## src/sv/imsw_pkg.sv

```systemverilog
// Shared types and constants for the interval mean and standard deviation block.
`timescale 1ns / 1ps
`default_nettype none
package imsw_pkg;

  localparam int MaxSamples = 1048576;
  localparam int CntW       = 21;
  localparam int FifoDepth  = 2;
  localparam int FifoPtrW   = 1;
  localparam int FifoCntW   = 2;

  typedef enum logic [1:0] {
    KIND_NONE   = 2'd0,
    KIND_SAMPLE = 2'd1,
    KIND_ERROR  = 2'd2
  } kind_e;

  typedef struct packed {
    logic [62:0] value;
    logic        last;
  } in_word_t;

  typedef struct packed {
    logic [62:0]     welford_mean;
    logic [31:0]     std_dev;
    logic [62:0]     sum_average;
    logic [CntW-1:0] sample_count;
    logic            order_error;
    logic            empty_set;
  } out_word_t;

  typedef struct packed {
    kind_e       kind;
    logic [62:0] sample;
    logic        last;
  } op_t;

endpackage
`default_nettype wire

```

## src/sv/imsw_fifo.sv

```systemverilog
// Two-entry queue of classified operations between front and back.
`timescale 1ns / 1ps
`default_nettype none
module imsw_fifo (
  input  wire logic          clk_i,
  input  wire logic          rst_ni,
  input  wire logic          push_i,
  input  wire imsw_pkg::op_t op_i,
  output logic               full_o,
  input  wire logic          pop_i,
  output logic               valid_o,
  output imsw_pkg::op_t      op_o
);

  imsw_pkg::op_t                    mem_q [imsw_pkg::FifoDepth];
  logic [imsw_pkg::FifoPtrW-1:0]    wp_q, rp_q;
  logic [imsw_pkg::FifoCntW-1:0]    cnt_q;

  function automatic logic [imsw_pkg::FifoCntW-1:0] FifoCntW_inc(input logic b);
    FifoCntW_inc = {{(imsw_pkg::FifoCntW-1){1'b0}}, b};
  endfunction

  assign full_o  = (cnt_q == imsw_pkg::FifoCntW'(imsw_pkg::FifoDepth));
  assign valid_o = (cnt_q != '0);
  assign op_o    = mem_q[rp_q];

  always_ff @(posedge clk_i) begin
    if (push_i) begin
      mem_q[wp_q] <= op_i;
    end
  end

  always_ff @(posedge clk_i or negedge rst_ni) begin
    if (!rst_ni) begin
      wp_q  <= '0;
      rp_q  <= '0;
      cnt_q <= '0;
    end else begin
      if (push_i) begin
        wp_q <= wp_q + 1'b1;
      end
      if (pop_i) begin
        rp_q <= rp_q + 1'b1;
      end
      cnt_q <= cnt_q + FifoCntW_inc(push_i) - FifoCntW_inc(pop_i);
    end
  end

endmodule
`default_nettype wire

```

## config.mk

```make
export PLATFORM = sky130hd
export DESIGN_NAME = imsw_fifo
export DESIGN_NICKNAME = d
export VERILOG_FILES = /design/src/sv/imsw_pkg.sv /design/src/sv/imsw_fifo.sv
export SDC_FILE = /design/constraint.sdc
export NUM_CORES = 1
export LEC_CHECK = 0
export BUFFER_PORTS_ARGS = -buffer_cell sky130_fd_sc_hd__buf_2
export CORE_MARGIN = 2
export CORE_UTILIZATION = 52
export DETAILED_ROUTE_END_ITERATION = 6
export PLACE_DENSITY = 0.79
export SLEW_MARGIN = 20
export SYNTH_ARGS = -nofsm -noshare
export SYNTH_HDL_FRONTEND = slang
export SYNTH_SLANG_ARGS = --single-unit
```

## constraint.sdc

```tcl
create_clock -name clk_i -period 5 [get_ports clk_i]
set_input_delay 0.5 -clock clk_i [delete_from_list [all_inputs] [get_ports clk_i]]
set_output_delay 0.5 -clock clk_i [all_outputs]
set_load 0.1 [all_outputs]
```

Yosys cells after proc, flatten, opt, wreduce, memory -nomap -nowiden:

Memories as Yosys holds them, arrays and structs flattened.
Cells that the tools add are included.

* register bits after elaboration: 4
* RAM bits: 132
* bits of input ports: 70
* output and inout port bits: 68
* logic and storage cells: 12
* memories kept: 1

Memory list
* mem_q: words 2, bits a word 66, rd ports 1, clocked after memory_dff 0, wr ports 1, RTL line imsw_fifo.sv:15 `imsw_pkg::op_t mem_q [imsw_pkg::FifoDepth];`

* add/subtract/negate cells: 4
* eq/ne operators: 1
* muxes and demuxes: 2
* reduce and logical (&&, ||, !) cells: 1

Operators with widths (number)
* $add 1x1->1 const B: 2
* $add 2x1->2: 1
* $eq 2x2->1 const B: 1
* $mux 1: 2
* $reduce_bool 2->1: 1
* $sub 2x1->2: 1

Logic depth before layout (Yosys ltp):

* depth in word-level cells: 2
* depth in mapped cells: 5

Worst setup path before layout:

No wires, ideal clock.

* kind: input-to-reg
* from: input push_i
* to: memory mem_q[0][0] (netlist bit), enable pin
* library setup time: 0.498 ns
* arrival time: 3.400 ns
* required time: 4.502 ns
* setup slack: 1.102 ns
* stages on the path: 1
* cells stage by stage: nor2b_1

* longest elaborated chain between the ends: 2

Ends and longest elaborated chain
* from (decl): RTL line imsw_fifo.sv:7 `input wire logic push_i,`
* $mux 1: RTL line imsw_fifo.sv:28 `if (push_i) begin`
* $mux 1 (implied by the code): RTL line imsw_fifo.sv:29 `mem_q[wp_q] <= op_i;`
* to (decl): RTL line imsw_fifo.sv:15

No other way between the ends.

==> out/results.tsv <==
metric	value	unit
status	completed	
worst-slew-pin-transition	1.05	ns
finalSetupViolations	0	
io_buffers	137	
cp_max_fo	67	
netlist_instances	220	
gp_congestion	0.694	
grt_pass1_wl	11.8	mm
cts_resized	0	
cts_tree	done	
rsz0062_at_grt	false	
worstPathArrival	2.40	ns
synth_cell_type_count	14	
critPathTopFamily	flip-flops	
grt.total_usage	15.5	%
synth_top_family_by_area	multiplexers	
slew_violations	0	
crit_path_cell_trace	mux2_4, buf_2	
dr.pass1.iters	4	
drv_cap	0	
globalRouteOverflowTotal	0	
pin_count	138	
hold_viol_final	0	
core_area	9640	um2
drtIter0Drc	86	
synth.area.mux_share	16.9	%
start_util	52.6	%
crit_cells	2	
yosysSeqAreaShare	80.1	%
nets	444	
clk_latency	0.49	ns
dieArea	10600	um2
clock-root-buffer	clkbuf_8	
final.setup.tns	0	ns
vias_per_cell	4.83	
synth_warnings	0	
wl_per_cell	15.7	um
synth_fa_ha_area_share	0.493	%
cts_max_level	4	
nFillCells	684	
cts_inserted_buffers	17	
postRouteAntennaNets	0	
grt_pass1_vias	2591	
grt_max_degree	68	
clockBufferDepth	2	
clk_pin_slew_worst_paths	0.06	ns
cts.sinks	136	
finClkSkew	0.00671	ns
area_growth	27.4	%
insertedDiodeCount	0	
reg2reg_depth	2	
syn_avg_cell_area	23.1	um2
num_vias	2500	
endpoint_kind	output port	
min_path_type	in -> reg	
drt-total-wl	8.14	mm
slowest_stage	dfrtp_4	
period_needed	2.90	ns
crit_buf_inv	1	
clock.fmax	345	MHz
syn_area	5070	um2
crit_path_max_incr_delay	1.13	ns
min_period_over_period	58.0	%
synth_nets	292	
synth-simple-area-share	0.493	%
cp.required	4.50	ns
dieHeight	103	um
hpwlAfterDp	5.13	mm
antenna_found_initial	0	
drc	0	
synth_compound_area_share	0	%
rows	36	
whs_path_depth	1	
cp-start-kind	register	
drive_gt1_share	60.5	%
synthXorXnorAreaFrac	0.814	%
ys_seq_elements	136	
maxSlewHeadroom	29.7	%
die_w	103	um
worstSetupPathType	reg -> out	
cells in the final DEF, fill, tap and decap left out:
cell type      instances
buf_2                137
edfxtp_1             132
mux2_2                36
mux2_4                30
clkbuf_16             16
clkinv_1               5
clkbuf_1               3
clkinv_2               3
dfrtp_1                3
inv_1                  2
xor2_1                 2
ha_1                   2
bufinv_16              2
clkinvlp_4             2
xor3_1                 1
nor2b_4                1
or2_2                  1
nor2b_1                1
and2_4                 1
clkbuf_8               1
dlygate4sd3_1          1
buf_16                 1
buf_4                  1
dfrtp_4                1
metrics by stage:
stage               hold slack, ns  std cells  area (um2)  utilization [%]  setup slack [ns]
global route                 0.162        518        6460             67.1              1.99
finish                       0.192        518        6460             67.1              2.10
floorplan                    0.204        220        5070                -              1.10
detailed placement           0.316        484        5890             61.1              2.48
global placement             0.308        484        5890             61.1              2.55
CTS                          0.169        517        6440             66.8              2.03
repair_timing:
item | 4_1_cts | 5_1_grt
hold buffers | 1 | 0
setup endpoints to repair | 0 | 0
buffers inserted | 0 | 0
endpoints found under the hold margin | 4 | 0
layout make-up:
cell class / instances / area [um2] / area share [%]
flip-flops and latches: 136 / 4070 / 62.9
inverters: 2 / 7.51 / 0.116
repair buffers: 140 / 731 / 11.3
multi-input cells: 75 / 957 / 14.8
well taps: 133 / 166 / 2.57
clock inverters: 12 / 109 / 1.68
clock buffers: 20 / 425 / 6.58
synth_stat cells, drive strengths merged:
library cell	instances	area share (%)
dfrtp	4	2.0
xor2	2	0.35
inv	2	0.15
edfxtp	132	78
and2	1	0.12
xor3	1	0.47
or2	1	0.12
nor2b	2	0.25
buf	7	1.1
ha	2	0.49
mux2	66	17
logic make-up after synthesis:
kind of cell / after synthesis
xor gates and xnor gates: 3
DFF: 136
and+or+nand+nor: 4
adders and majority gates: 2
buffers and inverters: 9
muxes: 66
path summary, 6_finish.rpt:
path,to,startpoint,slack (ns)
min in group asynchronous,wp_q,rst_ni,0.35
worst min register to register,wp_q,wp_q,0.55
worst max-delay path,op_o[40],rp_q,2.10
worst max register to register,mem_q[0][26],wp_q,3.19
max in group asynchronous,rp_q,rst_ni,4.51
worst min-delay path,mem_q[0][52],op_i[52],0.19
per-layer routing:
layer  global-route usage (%)  part of all wire (%)  up-vias  wire length, um
li1                         -                     -     1181                -
met1                     17.2                    40     1226             3270
met2                     26.8                    53       87             4310
met3                     5.76                   5.9        6              479
met4                     6.48                   1.0        0               82
met5                        0                     0        -                0
state kept, by name (all words and copies together) (netlist names):
signal and count:
rp_q 1, mem_q 132, cnt_q 2, wp_q 1
Power is left out: the tool's default activity adds up to more than one toggle a clock period on the data nets, which glitch-free logic cannot reach.
