===== config.mk =====
export PLATFORM = sky130hd
export DESIGN_NAME = imsw_front
export DESIGN_NICKNAME = d
export VERILOG_FILES = /design/src/sv/imsw_pkg.sv /design/src/sv/imsw_front.sv
export SDC_FILE = /design/constraint.sdc
export NUM_CORES = 1
export LEC_CHECK = 0
export BUFFER_PORTS_ARGS = -buffer_cell sky130_fd_sc_hd__buf_2
export CAP_MARGIN = 15
export CORE_MARGIN = 4
export CORE_UTILIZATION = 52
export DETAILED_ROUTE_END_ITERATION = 12
export PLACE_DENSITY_LB_ADDON = 0.08
export SKIP_LAST_GASP = 1
export SLEW_MARGIN = 20
export SYNTH_ARGS = -nofsm -noshare
export SYNTH_HDL_FRONTEND = slang
export SYNTH_SLANG_ARGS = --single-unit

===== constraint.sdc =====
create_clock -name clk_i -period 6.4 [get_ports clk_i]
set_clock_uncertainty 0.05 [all_clocks]
set_input_delay 1.28 -clock clk_i [delete_from_list [all_inputs] [get_ports clk_i]]
set_output_delay 1.28 -clock clk_i [all_outputs]
set_load 0.005 [all_outputs]

===== src/sv/imsw_pkg.sv =====
// Shared types and constants for the interval mean and standard deviation block.
`timescale 1ns / 1ps
`default_nettype none
package imsw_pkg;

  localparam int MaxSamples = 1048576;
  localparam int CntW       = 21;
  localparam int FifoDepth  = 2;
  localparam int FifoPtrW   = 1;
  localparam int FifoCntW   = 2;

  typedef enum logic [1:0] {
    KIND_NONE   = 2'd0,
    KIND_SAMPLE = 2'd1,
    KIND_ERROR  = 2'd2
  } kind_e;

  typedef struct packed {
    logic [62:0] value;
    logic        last;
  } in_word_t;

  typedef struct packed {
    logic [62:0]     welford_mean;
    logic [31:0]     std_dev;
    logic [62:0]     sum_average;
    logic [CntW-1:0] sample_count;
    logic            order_error;
    logic            empty_set;
  } out_word_t;

  typedef struct packed {
    kind_e       kind;
    logic [62:0] sample;
    logic        last;
  } op_t;

endpackage
`default_nettype wire


===== src/sv/imsw_front.sv =====
// Front end: config register, period extraction and sample classification.
`timescale 1ns / 1ps
`default_nettype none
module imsw_front (
  input  wire logic               clk_i,
  input  wire logic               rst_ni,
  input  wire logic               cfg_we_i,
  input  wire logic               cfg_wdata_i,
  input  wire logic               in_valid_i,
  output logic                    in_stall_o,
  input  wire imsw_pkg::in_word_t in_word_i,
  input  wire logic               q_full_i,
  output logic                    q_push_o,
  output imsw_pkg::op_t           q_op_o
);

  logic        diff_q, diff_d;
  logic [62:0] prev_q, prev_d;
  logic        have_q, have_d;
  logic [63:0] period;
  logic        acc;

  assign in_stall_o = q_full_i;
  assign acc        = in_valid_i & ~q_full_i;
  assign q_push_o   = acc;
  assign period     = {1'b0, in_word_i.value} - {1'b0, prev_q};

  always_comb begin
    q_op_o.last   = in_word_i.last;
    q_op_o.sample = in_word_i.value;
    q_op_o.kind   = imsw_pkg::KIND_SAMPLE;
    if (diff_q) begin
      q_op_o.sample = period[62:0];
      if (!have_q) begin
        q_op_o.kind = imsw_pkg::KIND_NONE;
      end else if (period[63]) begin
        q_op_o.kind = imsw_pkg::KIND_ERROR;
      end
    end
  end

  always_comb begin
    diff_d = cfg_we_i ? cfg_wdata_i : diff_q;
    prev_d = prev_q;
    have_d = have_q;
    if (acc) begin
      // drop the history at the end of a set
      prev_d = in_word_i.last ? 63'd0 : in_word_i.value;
      have_d = ~in_word_i.last;
    end
  end

  always_ff @(posedge clk_i or negedge rst_ni) begin
    if (!rst_ni) begin
      diff_q <= 1'b1;
      prev_q <= '0;
      have_q <= 1'b0;
    end else begin
      diff_q <= diff_d;
      prev_q <= prev_d;
      have_q <= have_d;
    end
  end

endmodule
`default_nettype wire


* Word-level counts from Yosys, hierarchy flattened
Index checks and enable logic that the tools add are counted.
Widths: inputs -> output; s select.
** Storage, ports and cells
- Flip-flop bits (word level) :: 65
- Input bits :: 70
- Output and inout bits :: 68
- Word-level logic and storage cells :: 11
** Operators by class
- Add/sub/neg operators :: 1
- Mux-type cells :: 4
- Bitwise logic cells :: 3
** Operator list (number)
- $mux 65 :: 1
- $sub 63x63->64 :: 1
- $mux 63 :: 1
- $mux 2 :: 2
- $not 1->1 :: 2
- $and 1x1->1 :: 1

* Depth between registers and ports, before layout
Gate-level depths: netlist of the first run.
- Word-level depth :: 4
- Depth in mapped cells :: 13
- Mapped depth without buffers :: 12

* Worst setup path after synthesis of the first run
No wires, ideal clock.
- Path kind :: input-to-output
- From :: in in_word_i[1] (netlist name)
- To :: out q_op_o[61] (netlist name)
- Data arrival time :: 4.068 ns
- Data required time :: 5.070 ns
- Slack :: 1.002 ns
- Cell stages on the path :: 13
- Buffers on the path :: 1
- Cells stage by stage :: inv_1 ha_1 fa_1 nand2b_1 a211oi_1 o211ai_1 a31oi_2 o21ai_2 a2111o_1 and2_4 buf_6 o311a_1 a311o_1
** RTL lines
- start: declaration :: line imsw_front.sv:11 : input wire imsw_pkg::in_word_t in_word_i,
- end: declaration :: line imsw_front.sv:14 : output imsw_pkg::op_t q_op_o

==> results.tsv, run 1 <==
stage	metric	value	unit
status	status	finished, final reports clean	
critical_path	r2r endpoint	diff_q	
grt	initial antenna violation count	0	
synthesis	Simple-Gate Fraction of Synth Area	0.196	
critical_path	Top cell by count, worst path	buf_2	
finish	Area growth, synth to finish	13.5	%
finish	commonest non-fill, non-tap cell in the layout	buf_2	
synthesis	main flop type after synthesis	dfrtp_1	
timing	Slew headroom	0.400	
critical_path	endpoint type of the worst setup path	output pin	
synthesis	post-synthesis mux area share	0.0775	
clocking	Post-CTS Setup Bufs	0	
clocking	Root Buffer	clkbuf_16	
synthesis	register area share after synthesis	0.217	
placed_design	routability congestion estimate	0.937	
min_path	HP Class	flip-flop to flip-flop	
synthesis	synth warn	0	
placed_design	Post-Place Worst Slack	0.552	ns
finish	fillers	1368	
placed_design	DP HPWL	16200	um
clocking	TritonCTS clock tree	built	
synthesis	Post-synth EDFFs	0	
detailed_routing	uppermost routed layer	met4	
power	P per Cell Area	237	nW/um^2
synthesis	Compound-Gate Fraction of Synth Area	0.268	
detailed_routing	final wirelength	21400	um
timing	setup TNS	0	ns
detailed_routing	vias	7449	
detailed_routing	DRT Pass-1 Iters	4	
detailed_routing	vias per std cell	5.96	
timing	fmax	0.168	GHz
power	Leak	3.77	nW
clocking	post-CTS resize count	0	
grt	first-pass GRT wire length	35300	um
timing	final setup margin	0.443	ns
timing	Final Max Slew Viols	0	
floorplan	std cell rows	43	
clocking	Clock Latency Late Sink	0.35	ns
placed_design	placed cell count	1234	
detailed_routing	routed wl met3	1310	um
floorplan	die width	128	um
timing	worst-margin pin slew	0.899	ns
critical_path	CP Cell Sequence	buf_2 -> ha_1 -> o21ai_0 -> a211o_1 -> a21oi_1 -> a311oi_1 -> o21ai_1 -> a21oi_2 -> a2111oi_0 -> buf_4 -> nor3_1 -> o31ai_1 -> buf_2	
power	IR drop worst, VDD	0.000183	V
detailed_routing	DR iter-0 viols	483	
finish	register area	1630	um^2
grt	vias in the first global route	7105	
critical_path	Critical Path AT	4.63	ns
synthesis	post-synthesis xor/xnor area fraction	0.0596	
grt	All-Layer GR Usage	0.263	
clocking	H-tree depth	3	
placed_design	PortBufs	137	
job	max_cap viols	0	
finish	Layout Cells excl Fill	1250	
timing	endpoints failing hold	0	
critical_path	worst r2r src	diff_q	
timing	min cycle time layout	5.96	ns
synthesis	asr flop ratio synth	1.00	
floorplan	initial core utilization	0.536	
detailed_routing	drc violations	0	
min_path	Hold Path Cell Cnt	2	
synthesis	Synth top area share	0.214	
critical_path	CP max FO	8	
finish	fraction of layout cells with a size suffix above 1	0.201	
synthesis	Area contributors post-synth	dfrtp_1, ha_1, mux2_2, o21ai_0, nand3b_1	
grt	pin count of the biggest net entering global routing	66	
floorplan	DIE HEIGHT	128	um
synthesis	Mapped Cells	968	
finish	commonest cells after routing, fill and taps aside	buf_2, o21ai_0, a21oi_1, inv_1, nand2_1	
timing	Tcrit/Tclk final	0.931	
synthesis	Netlist cell types	70	
synthesis	synthesized area	7490	um^2
power	Total Power	0.00202	W
synthesis	Avg Inst Size Synth	7.74	um^2
clocking	clock buffer depth	2	
critical_path	crit path kind	input port to output pin	
clocking	total number of clock tree sinks	65	
detailed_routing	met2 routed WL	9510	um
floorplan	core area	14000	um^2
detailed_routing	Routed WL per cell	17.1	um
critical_path	CP Launch Type	input port	
floorplan	Ports	138	
detailed_routing	Final ANT Viol Nets	0	
synthesis	largest family of logic cells by synthesized area	compound AO/OA/AOI/OAI gates	
detailed_routing	DRT met1 WL	10200	um
finish	# nets final	1199	
synthesis	dominant cell type by area after synthesis	dfrtp_1	
finish	area of the multi-input gates	5310	um^2
critical_path	CP Data Required Time	5.07	ns
synthesis	Synth Area in Adders	0.108	
clocking	clk slew on worst S/H paths	0.05	ns
critical_path	Critical Path Slowest Stage Cell	a2111oi_0	
timing	Final setup viols	0	
floorplan	Die ar.	16400	um^2
critical_path	flop-to-flop setup slack	4.40	ns
synthesis	register bit total from synthesis	65	
min_path	hold wc startpoint	prev_q[0]	
timing	RSZ-0062 raised after global routing	no	
clocking	Inserted Clock Buffers	9	
clocking	Hold Buf Count CTS	0	
grt	grt ovf	0	
finish	Diodes inserted	0	
min_path	Hold EP	prev_q[0]	
critical_path	CP max stage delay	0.67	ns
critical_path	worst r2r path cells	2	
synthesis	Post-Syn Nets	1102	
[metrics by stage]
step                      utilization  hold WS [ns]  area [um^2]
final                           0.608         0.445         8500
after global routing            0.608         0.489         8500
after global placement          0.586         0.428         8200
after CTS                       0.608         0.451         8500
after detailed placement        0.586         0.432         8200
after floorplan                     -         0.403         7490
[worst max path at each step]
stage / start / end / slack, ns
after global routing: in_word_i[1] / q_op_o[57] / 0.17
after global placement: in_word_i[7] / q_op_o[58] / 0.55
after floorplan: in_word_i[1] / q_op_o[61] / 1.00
after CTS: in_word_i[1] / q_op_o[57] / 0.48
final: in_word_i[7] / q_op_o[58] / 0.44
after detailed placement: in_word_i[1] / q_op_o[43] / 0.55
[registers in the layout (all words and copies together), names as in the netlist]
| register | cells |
|---|---|
| have_q | 1 |
| prev_q | 63 |
| diff_q | 1 |
[area by class of cell]
class / count / area share
sequential: 65 / 0.192
multi-input combinational: 766 / 0.624
tap: 180 / 0.0265
clock buffer: 13 / 0.0306
inverter: 79 / 0.0350
clock inverter: 3 / 0.00471
timing repair buffer: 144 / 0.0868
[critical path: cells and delay by family]
kind                     cells  cell delay [ns]
AO/OA/AOI/OAI                8             2.40
buffers and inverters        3             0.50
AND/OR/NAND/NOR              1             0.04
adder cells (fa/ha/maj)      1             0.40
[synth_stat cells (7+ instances only)]
| cell type | instances |
|---|---|
| o21ai_0 | 107 |
| inv_1 | 79 |
| dfrtp_1 | 64 |
| buf_4 | 7 |
| ha_1 | 63 |
| xor2_1 | 24 |
| nand4_1 | 26 |
| nand3b_1 | 63 |
| xnor2_1 | 27 |
| nand2b_1 | 11 |
| o21bai_1 | 10 |
| mux2_2 | 48 |
| o21a_1 | 9 |
| nand2_1 | 77 |
| nor2_1 | 55 |
| clkbuf_1 | 43 |
| a21oi_1 | 79 |
| o31ai_1 | 8 |
| a21o_1 | 34 |
| nand3_1 | 7 |
| nor3_1 | 19 |
| o211ai_1 | 8 |
| a211oi_1 | 10 |
[where the power goes]
part	total, W	switching [W]	internal (W)
registers	0.000481	0.0000235	0.000457
logic	0.00102	0.000589	0.000432
clock network	0.000516	0.000194	0.000322
total	0.00202	0.000806	0.00121
[kinds of logic (layout without fill, tap and decap cells)]
group                      Yosys count  after routing
xor gates and xnor gates            51             51
muxes                               52             52
adders and majority gates           64             64
and+or+nand+nor                    278            278
buffers and inverters              137            239
AOI/OAI and AO/OA                  321            321
DFF                                 65             65
[metal layers]
layer  GRT usage  up-vias
met5           0        -
met4      0.0762        0
met3      0.0471       26
met2       0.415      223
met1       0.370     3491
li1            -     3709
(Power assumes the default switching activity.)
==> run 2, diff against run 1 <==
--- a/config.mk
+++ b/config.mk
@@ -7,7 +7,7 @@
 export LEC_CHECK = 0
 export BUFFER_PORTS_ARGS = -buffer_cell sky130_fd_sc_hd__buf_2
 export CAP_MARGIN = 15
-export CORE_MARGIN = 4
+export CORE_ASPECT_RATIO = 0.8
 export CORE_UTILIZATION = 52
 export DETAILED_ROUTE_END_ITERATION = 12
 export PLACE_DENSITY_LB_ADDON = 0.08
==> constraint.sdc (replaced) <==
create_clock -name clk_i -period 6.4 [get_ports clk_i]
set_clock_uncertainty 0.05 [all_clocks]
set_input_delay 0.32 -clock clk_i [delete_from_list [all_inputs] [get_ports clk_i]]
set_output_delay 0.32 -clock clk_i [all_outputs]
set_load 0.005 [all_outputs]
==> run 2 against run 1 <==
First-iteration DRC count up 19%. Critical path depth down 1. Cell count down 0.24%. Non-clock buffer count down 4.
==> results.tsv, run 2 (synthesized netlist as in run 1, its figures left out) <==
stage	metric	value	unit	change
status	status	finished, final reports clean		unchanged
floorplan	std cell rows	38		was 43
clocking	TritonCTS clock tree	built		unchanged
timing	Slew headroom	0.265		was 0.400
critical_path	flop-to-flop setup slack	4.97	ns	was 4.40 ns
timing	endpoints failing hold	0		unchanged
critical_path	endpoint type of the worst setup path	output pin		unchanged
clocking	Clock Latency Late Sink	0.33	ns	was 0.35 ns
clocking	Inserted Clock Buffers	9		unchanged
power	IR drop worst, VDD	0.000134	V	was 0.000183 V
grt	pin count of the biggest net entering global routing	108		was 66
critical_path	Critical Path AT	4.27	ns	was 4.63 ns
finish	Design Area, Final	8450	um^2	was 8500 um^2
grt	vias in the first global route	6579		was 7,105
critical_path	CP Data Required Time	6.03	ns	was 5.07 ns
floorplan	die width	136	um	was 128 um
placed_design	dpl cell area	8170	um^2	was 8200 um^2
timing	Tcrit/Tclk final	0.725		was 0.931
timing	fmax	0.216	GHz	was 0.168 GHz
critical_path	CP max stage delay	0.79	ns	was 0.67 ns
detailed_routing	Final ANT Viol Nets	0		unchanged
detailed_routing	DR iter-0 viols	575		was 483
power	Leak	3.73	nW	was 3.77 nW
finish	Area growth, synth to finish	12.8	%	was 13.5%
grt	first-pass GRT wire length	33700	um	was 35,300 um
floorplan	initial core utilization	0.543		was 0.536
power	P per Cell Area	235	nW/um^2	was 237 nW/um^2
grt	grt ovf	0		unchanged
clocking	clock buffer depth	2		unchanged
clocking	Root Buffer	clkbuf_16		unchanged
placed_design	PortBufs	137		unchanged
clocking	total number of clock tree sinks	65		unchanged
critical_path	crit path kind	flip-flop to output pin		was input port to output pin
finish	commonest non-fill, non-tap cell in the layout	buf_2		unchanged
min_path	HP Class	input port to flip-flop		was flip-flop to flip-flop
detailed_routing	drc violations	0		unchanged
critical_path	Critical Path Slowest Stage Cell	a2111oi_1		was a2111oi_0
finish	Reg with most FFs	prev_q		unchanged
grt	All-Layer GR Usage	0.285		was 0.263
timing	min cycle time layout	4.64	ns	was 5.96 ns
floorplan	Ports	138		unchanged
floorplan	Die ar.	14900	um^2	was 16,400 um^2
finish	commonest cells after routing, fill and taps aside	buf_2, o21ai_0, a21oi_1, inv_1, nand2_1		unchanged
finish	# nets final	1195		was 1,199
clocking	Hold Buf Count CTS	0		unchanged
clocking	clk slew on worst S/H paths	0.06	ns	was 0.05 ns
finish	fraction of layout cells with a size suffix above 1	0.196		was 0.201
detailed_routing	final wirelength	20500	um	was 21,400 um
timing	Final Max Slew Viols	0		unchanged
clocking	post-CTS resize count	0		unchanged
timing	RSZ-0062 raised after global routing	no		unchanged
grt	initial antenna violation count	2		was 0
timing	worst-margin pin slew	1.07	ns	was 0.899 ns
placed_design	DP HPWL	15200	um	was 16,200 um
finish	final core utilization	0.613		was 0.608
timing	setup TNS	0	ns	unchanged
floorplan	core area	13800	um^2	was 14,000 um^2
clocking	Post-CTS Setup Bufs	0		unchanged
critical_path	CP Launch Type	flip-flop		was input port
clocking	H-tree depth	3		unchanged
timing	Final setup viols	0		unchanged
placed_design	routability congestion estimate	0.917		was 0.937
finish	biggest registers after layout	prev_q x63, diff_q x1, have_q x1		unchanged
detailed_routing	DRT Pass-1 Iters	6		was 4
floorplan	DIE HEIGHT	109	um	was 128 um
job	max_cap viols	0		unchanged
finish	max reg flops	63		unchanged
detailed_routing	Routed WL per cell	16.4	um	was 17.1 um
detailed_routing	vias	7433		was 7,449
detailed_routing	vias per std cell	5.96		about the same
critical_path	CP max FO	3		was 8
critical_path	CP Cell Sequence	ha_1 -> fa_1 -> nand2b_1 -> a211oi_1 -> o2111ai_1 -> a2111oi_1 -> nor3_1 -> o21ai_0 -> a21boi_0 -> xnor2_1 -> mux2_2 -> buf_2		was buf_2 -> ha_1 -> o21ai_0 -> a211o_1 -> a21oi_1 -> a311oi_1 -> o21ai_1 -> a21oi_2 -> a2111oi_0 -> buf_4 -> nor3_1 -> o31ai_1 -> buf_2
## run 2: cell types whose count changed in the layout (fill, tap and decap cells not counted)
cell / change
buf_4: -4
clkbuf_1: +2
clkbuf_8: -2
clkinv_2: -2
clkinvlp_4: +1
dfstp_2: +1
dfstp_4: -1
diode_2: +1
inv_2: +1
## run 2: final timing paths
path                       cells past startpoint  startpoint    endpoint
setup / recovery                              12   prev_q[0]  q_op_o[35]
hold / removal                                 2    cfg_we_i      diff_q
setup reg to reg                               2      diff_q      diff_q
hold reg to reg                                2   prev_q[0]   prev_q[0]
max in group asynchronous                      2      rst_ni  prev_q[49]
min in group asynchronous                      2      rst_ni  prev_q[17]
## run 2: layout make-up
cell class / count / area [um^2]
Clock inverter: 3 / 42.5
Multi-Input combinational cell: 766 / 5310
Timing Repair Buffer: 140 / 708
Fill cell: 1310 / 5340
Sequential cell: 65 / 1630
Antenna cell: 1 / 2.50
Tap cell: 180 / 225
Inverter: 79 / 297
Clock buffer: 13 / 240
## run 2: worst max-delay path, delay by kind of cell (launching register included)
family / cells / cell delay (ns)
and+or+nand+nor: 2 / 0.36
DFF: 1 / 0.38
adders and majority gates: 2 / 0.61
muxes: 1 / 0.26
xor gates and xnor gates: 1 / 0.17
buffers and inverters: 1 / 0.12
AOI/OAI and AO/OA: 5 / 2.03
## run 2: metrics by stage
step                      cells  setup slack [ns]  total power (W)  hold slack, ns
after floorplan             968              2.92          0.00120         -0.0256
after global placement     1230              2.18          0.00148           0.414
after detailed placement   1230              2.14          0.00148           0.421
after CTS                  1246              1.85          0.00199          0.0882
after global routing       1246              1.50          0.00213           0.129
final                      1247              1.76          0.00199          0.0955
## run 2: power breakdown
| group | switching, W | internal, W | total [W] |
|---|---|---|---|
| logic | 0.000595 | 0.000432 | 0.00103 |
| registers | 0.0000129 | 0.000456 | 0.000469 |
| clock network | 0.000192 | 0.000302 | 0.000494 |
| total | 0.000799 | 0.00119 | 0.00199 |
## run 2: routing by layer
layer | GRT usage | share of wire
met1 | 0.447 | 0.53
met2 | 0.405 | 0.40
met3 | 0.0461 | 0.067
met4 | 0.0500 | 0.0057
met5 | 0 | 0.00078
==> run 3, diff against run 2 <==
==> constraint.sdc (replaced) <==
create_clock -name clk_i -period 4.6 [get_ports clk_i]
set_clock_uncertainty 0.05 [all_clocks]
set_input_delay 0.23 -clock clk_i [delete_from_list [all_inputs] [get_ports clk_i]]
set_output_delay 0.23 -clock clk_i [all_outputs]
set_load 0.005 [all_outputs]
==> run 3 against run 2 <==
Critical path depth unchanged. Largest power group unchanged. Critical endpoint is now q_op_o[57]. Die area unchanged. Global-route usage increased by 0.13 points. Combinational power increased by 38%. Non-clock buffer count increased by 4. Via count about the same. Cell area increased by 0.74%. First-iteration DRC count increased by 0.17%.
==> results.tsv, run 3 (synthesized netlist as in run 1, its figures left out) <==
stage	metric	value	unit	change
finish	fraction of layout cells with a size suffix above 1	0.199		was 0.196
floorplan	Ports	138		unchanged
grt	initial antenna violation count	1		was 2
clocking	Clock Latency Late Sink	0.33	ns	about the same
detailed_routing	Routed WL per cell	16.4	um	about the same
floorplan	DIE HEIGHT	109	um	unchanged
grt	vias in the first global route	6721		was 6,579
clocking	clk slew on worst S/H paths	0.06	ns	about the same
placed_design	DP HPWL	15600	um	was 15,200 um
detailed_routing	drc violations	0		unchanged
detailed_routing	vias	7431		was 7,433
placed_design	PortBufs	137		unchanged
timing	setup TNS	0	ns	unchanged
placed_design	placed cell count	1233		was 1,230
finish	Layout Cells excl Fill	1250		was 1,247
placed_design	routability congestion estimate	0.966		was 0.917
finish	Reg with most FFs	prev_q		unchanged
finish	Diodes inserted	0		was 1
clocking	Root Buffer	clkbuf_16		unchanged
detailed_routing	vias per std cell	5.94		was 5.96
finish	biggest registers after layout	prev_q x63, diff_q x1, have_q x1		unchanged
timing	Final Max Slew Viols	0		unchanged
detailed_routing	DR iter-0 viols	576		was 575
finish	final core utilization	0.618		was 0.613
critical_path	Critical Path Slowest Stage Cell	a2111oi_0		was a2111oi_1
floorplan	core area	13800	um^2	unchanged
grt	first-pass GRT wire length	33600	um	was 33,700 um
critical_path	endpoint type of the worst setup path	output pin		unchanged
grt	pin count of the biggest net entering global routing	66		was 108
power	Leak	3.77	nW	was 3.73 nW
timing	Final setup viols	0		unchanged
floorplan	die width	136	um	unchanged
timing	min cycle time layout	4.33	ns	
timing	RSZ-0062 raised after global routing	no		unchanged
timing	worst-margin pin slew	1.05	ns	was 1.07 ns
placed_design	Post-Place Worst Slack	0.799	ns	was 2.14 ns
clocking	Post-CTS Setup Bufs	0		unchanged
critical_path	flop-to-flop setup slack	2.58	ns	was 4.97 ns
critical_path	CP Cell Sequence	ha_1 -> fa_1 -> nand2b_1 -> a211oi_1 -> o211ai_1 -> a31oi_2 -> o21ai_2 -> a2111o_1 -> a2111oi_0 -> nand4b_1 -> nand3_1 -> buf_2		was ha_1 -> fa_1 -> nand2b_1 -> a211oi_1 -> o2111ai_1 -> a2111oi_1 -> nor3_1 -> o21ai_0 -> a21boi_0 -> xnor2_1 -> mux2_2 -> buf_2
clocking	Inserted Clock Buffers	9		unchanged
critical_path	CP Data Required Time	4.32	ns	was 6.03 ns
detailed_routing	DRT Pass-1 Iters	5		was 6
timing	Slew headroom	0.297		was 0.265
clocking	TritonCTS clock tree	built		unchanged
critical_path	CP Launch Type	flip-flop		unchanged
min_path	HP Class	input port to flip-flop		unchanged
detailed_routing	Final ANT Viol Nets	0		unchanged
floorplan	initial core utilization	0.543		unchanged
grt	grt ovf	0		unchanged
finish	max reg flops	63		unchanged
grt	All-Layer GR Usage	0.286		was 0.285
finish	Area growth, synth to finish	13.6	%	was 12.8%
timing	endpoints failing hold	0		unchanged
critical_path	CP max FO	3		unchanged
critical_path	Critical Path AT	4.05	ns	was 4.27 ns
clocking	total number of clock tree sinks	65		unchanged
finish	commonest cells after routing, fill and taps aside	buf_2, o21ai_0, a21oi_1, inv_1, nand2_1		unchanged
power	IR drop worst, VDD	0.000200	V	was 0.000134 V
detailed_routing	final wirelength	20600	um	was 20,500 um
timing	fmax	0.231	GHz	
status	status	finished, final reports clean		unchanged
floorplan	Die ar.	14900	um^2	unchanged
critical_path	crit path kind	flip-flop to output pin		unchanged
floorplan	std cell rows	38		unchanged
clocking	clock buffer depth	2		unchanged
timing	final setup margin	0.266	ns	was 1.76 ns
timing	Tcrit/Tclk final	0.942		
job	max_cap viols	0		unchanged
finish	# nets final	1199		was 1,195
finish	commonest non-fill, non-tap cell in the layout	buf_2		unchanged
critical_path	CP max stage delay	0.73	ns	was 0.79 ns
power	P per Cell Area	335	nW/um^2	was 235 nW/um^2
clocking	H-tree depth	3		unchanged
run 3: changes by cell type in the layout (fill, tap and decap cells not counted):
cell	previous run	this run
diode_2	1	0
clkbuf_1	4	3
clkbuf_8	0	1
buf_4	3	6
dlygate4sd3_1	0	1
bufinv_16	1	2
clkinvlp_4	1	0
run 3: timing repair:
action / CTS / global route
resized for setup: 0 / 0
endpoints found under the hold margin: 30 / 0
hold buffers: 1 / 0
run 3: worst paths after layout:
path	start	to	cells after the start
worst max-delay path	prev_q[0]	q_op_o[57]	12
worst min-delay path	cfg_we_i	diff_q	2
worst max register to register	diff_q	diff_q	2
worst min register to register	prev_q[0]	prev_q[0]	2
max in group asynchronous	rst_ni	diff_q	3
min in group asynchronous	rst_ni	prev_q[22]	2
run 3: where the power goes:
part           internal [W]  switching [W]
Combinational      0.000601       0.000822
Clock              0.000490       0.000274
Sequential         0.000635      0.0000257
Total               0.00173        0.00112
run 3: critical path: cells and delay by family (launching register included):
kind	cells	cell delay, ns
AND/OR/NAND/NOR	3	0.47
flip-flops	1	0.38
AO/OA/AOI/OAI	6	2.10
adder cells (fa/ha/maj)	2	0.61
buffers and inverters	1	0.15
run 3: per-layer routing:
metal | vias up | GRT usage | wire (um)
met5 | - | 0 | 11
met4 | 2 | 0.0683 | 212
met3 | 20 | 0.0544 | 1490
met2 | 279 | 0.405 | 8030
met1 | 3427 | 0.439 | 10800
li1 | 3703 | - | -
run 3: layout make-up:
type                    count  area [um^2]
clock inverters             3         65.1
flip-flops and latches     65         1630
inverters                  79          297
multi-input cells         766         5310
repair buffers            144          741
well taps                 180          225
clock buffers              13          250
fillers                  1300         5270
run 3: stage by stage:
step / total power (W) / hold slack (ns) / instance area [um^2]
3_3_place_gp: 0.00206 / 0.282 / 8190
4_1_cts: 0.00284 / 0.0160 / 8510
6_report: 0.00285 / 0.0232 / 8510
2_1_floorplan: 0.00166 / -0.116 / 7490
5_1_grt: 0.00305 / 0.0255 / 8510
3_5_place_dp: 0.00206 / 0.279 / 8190
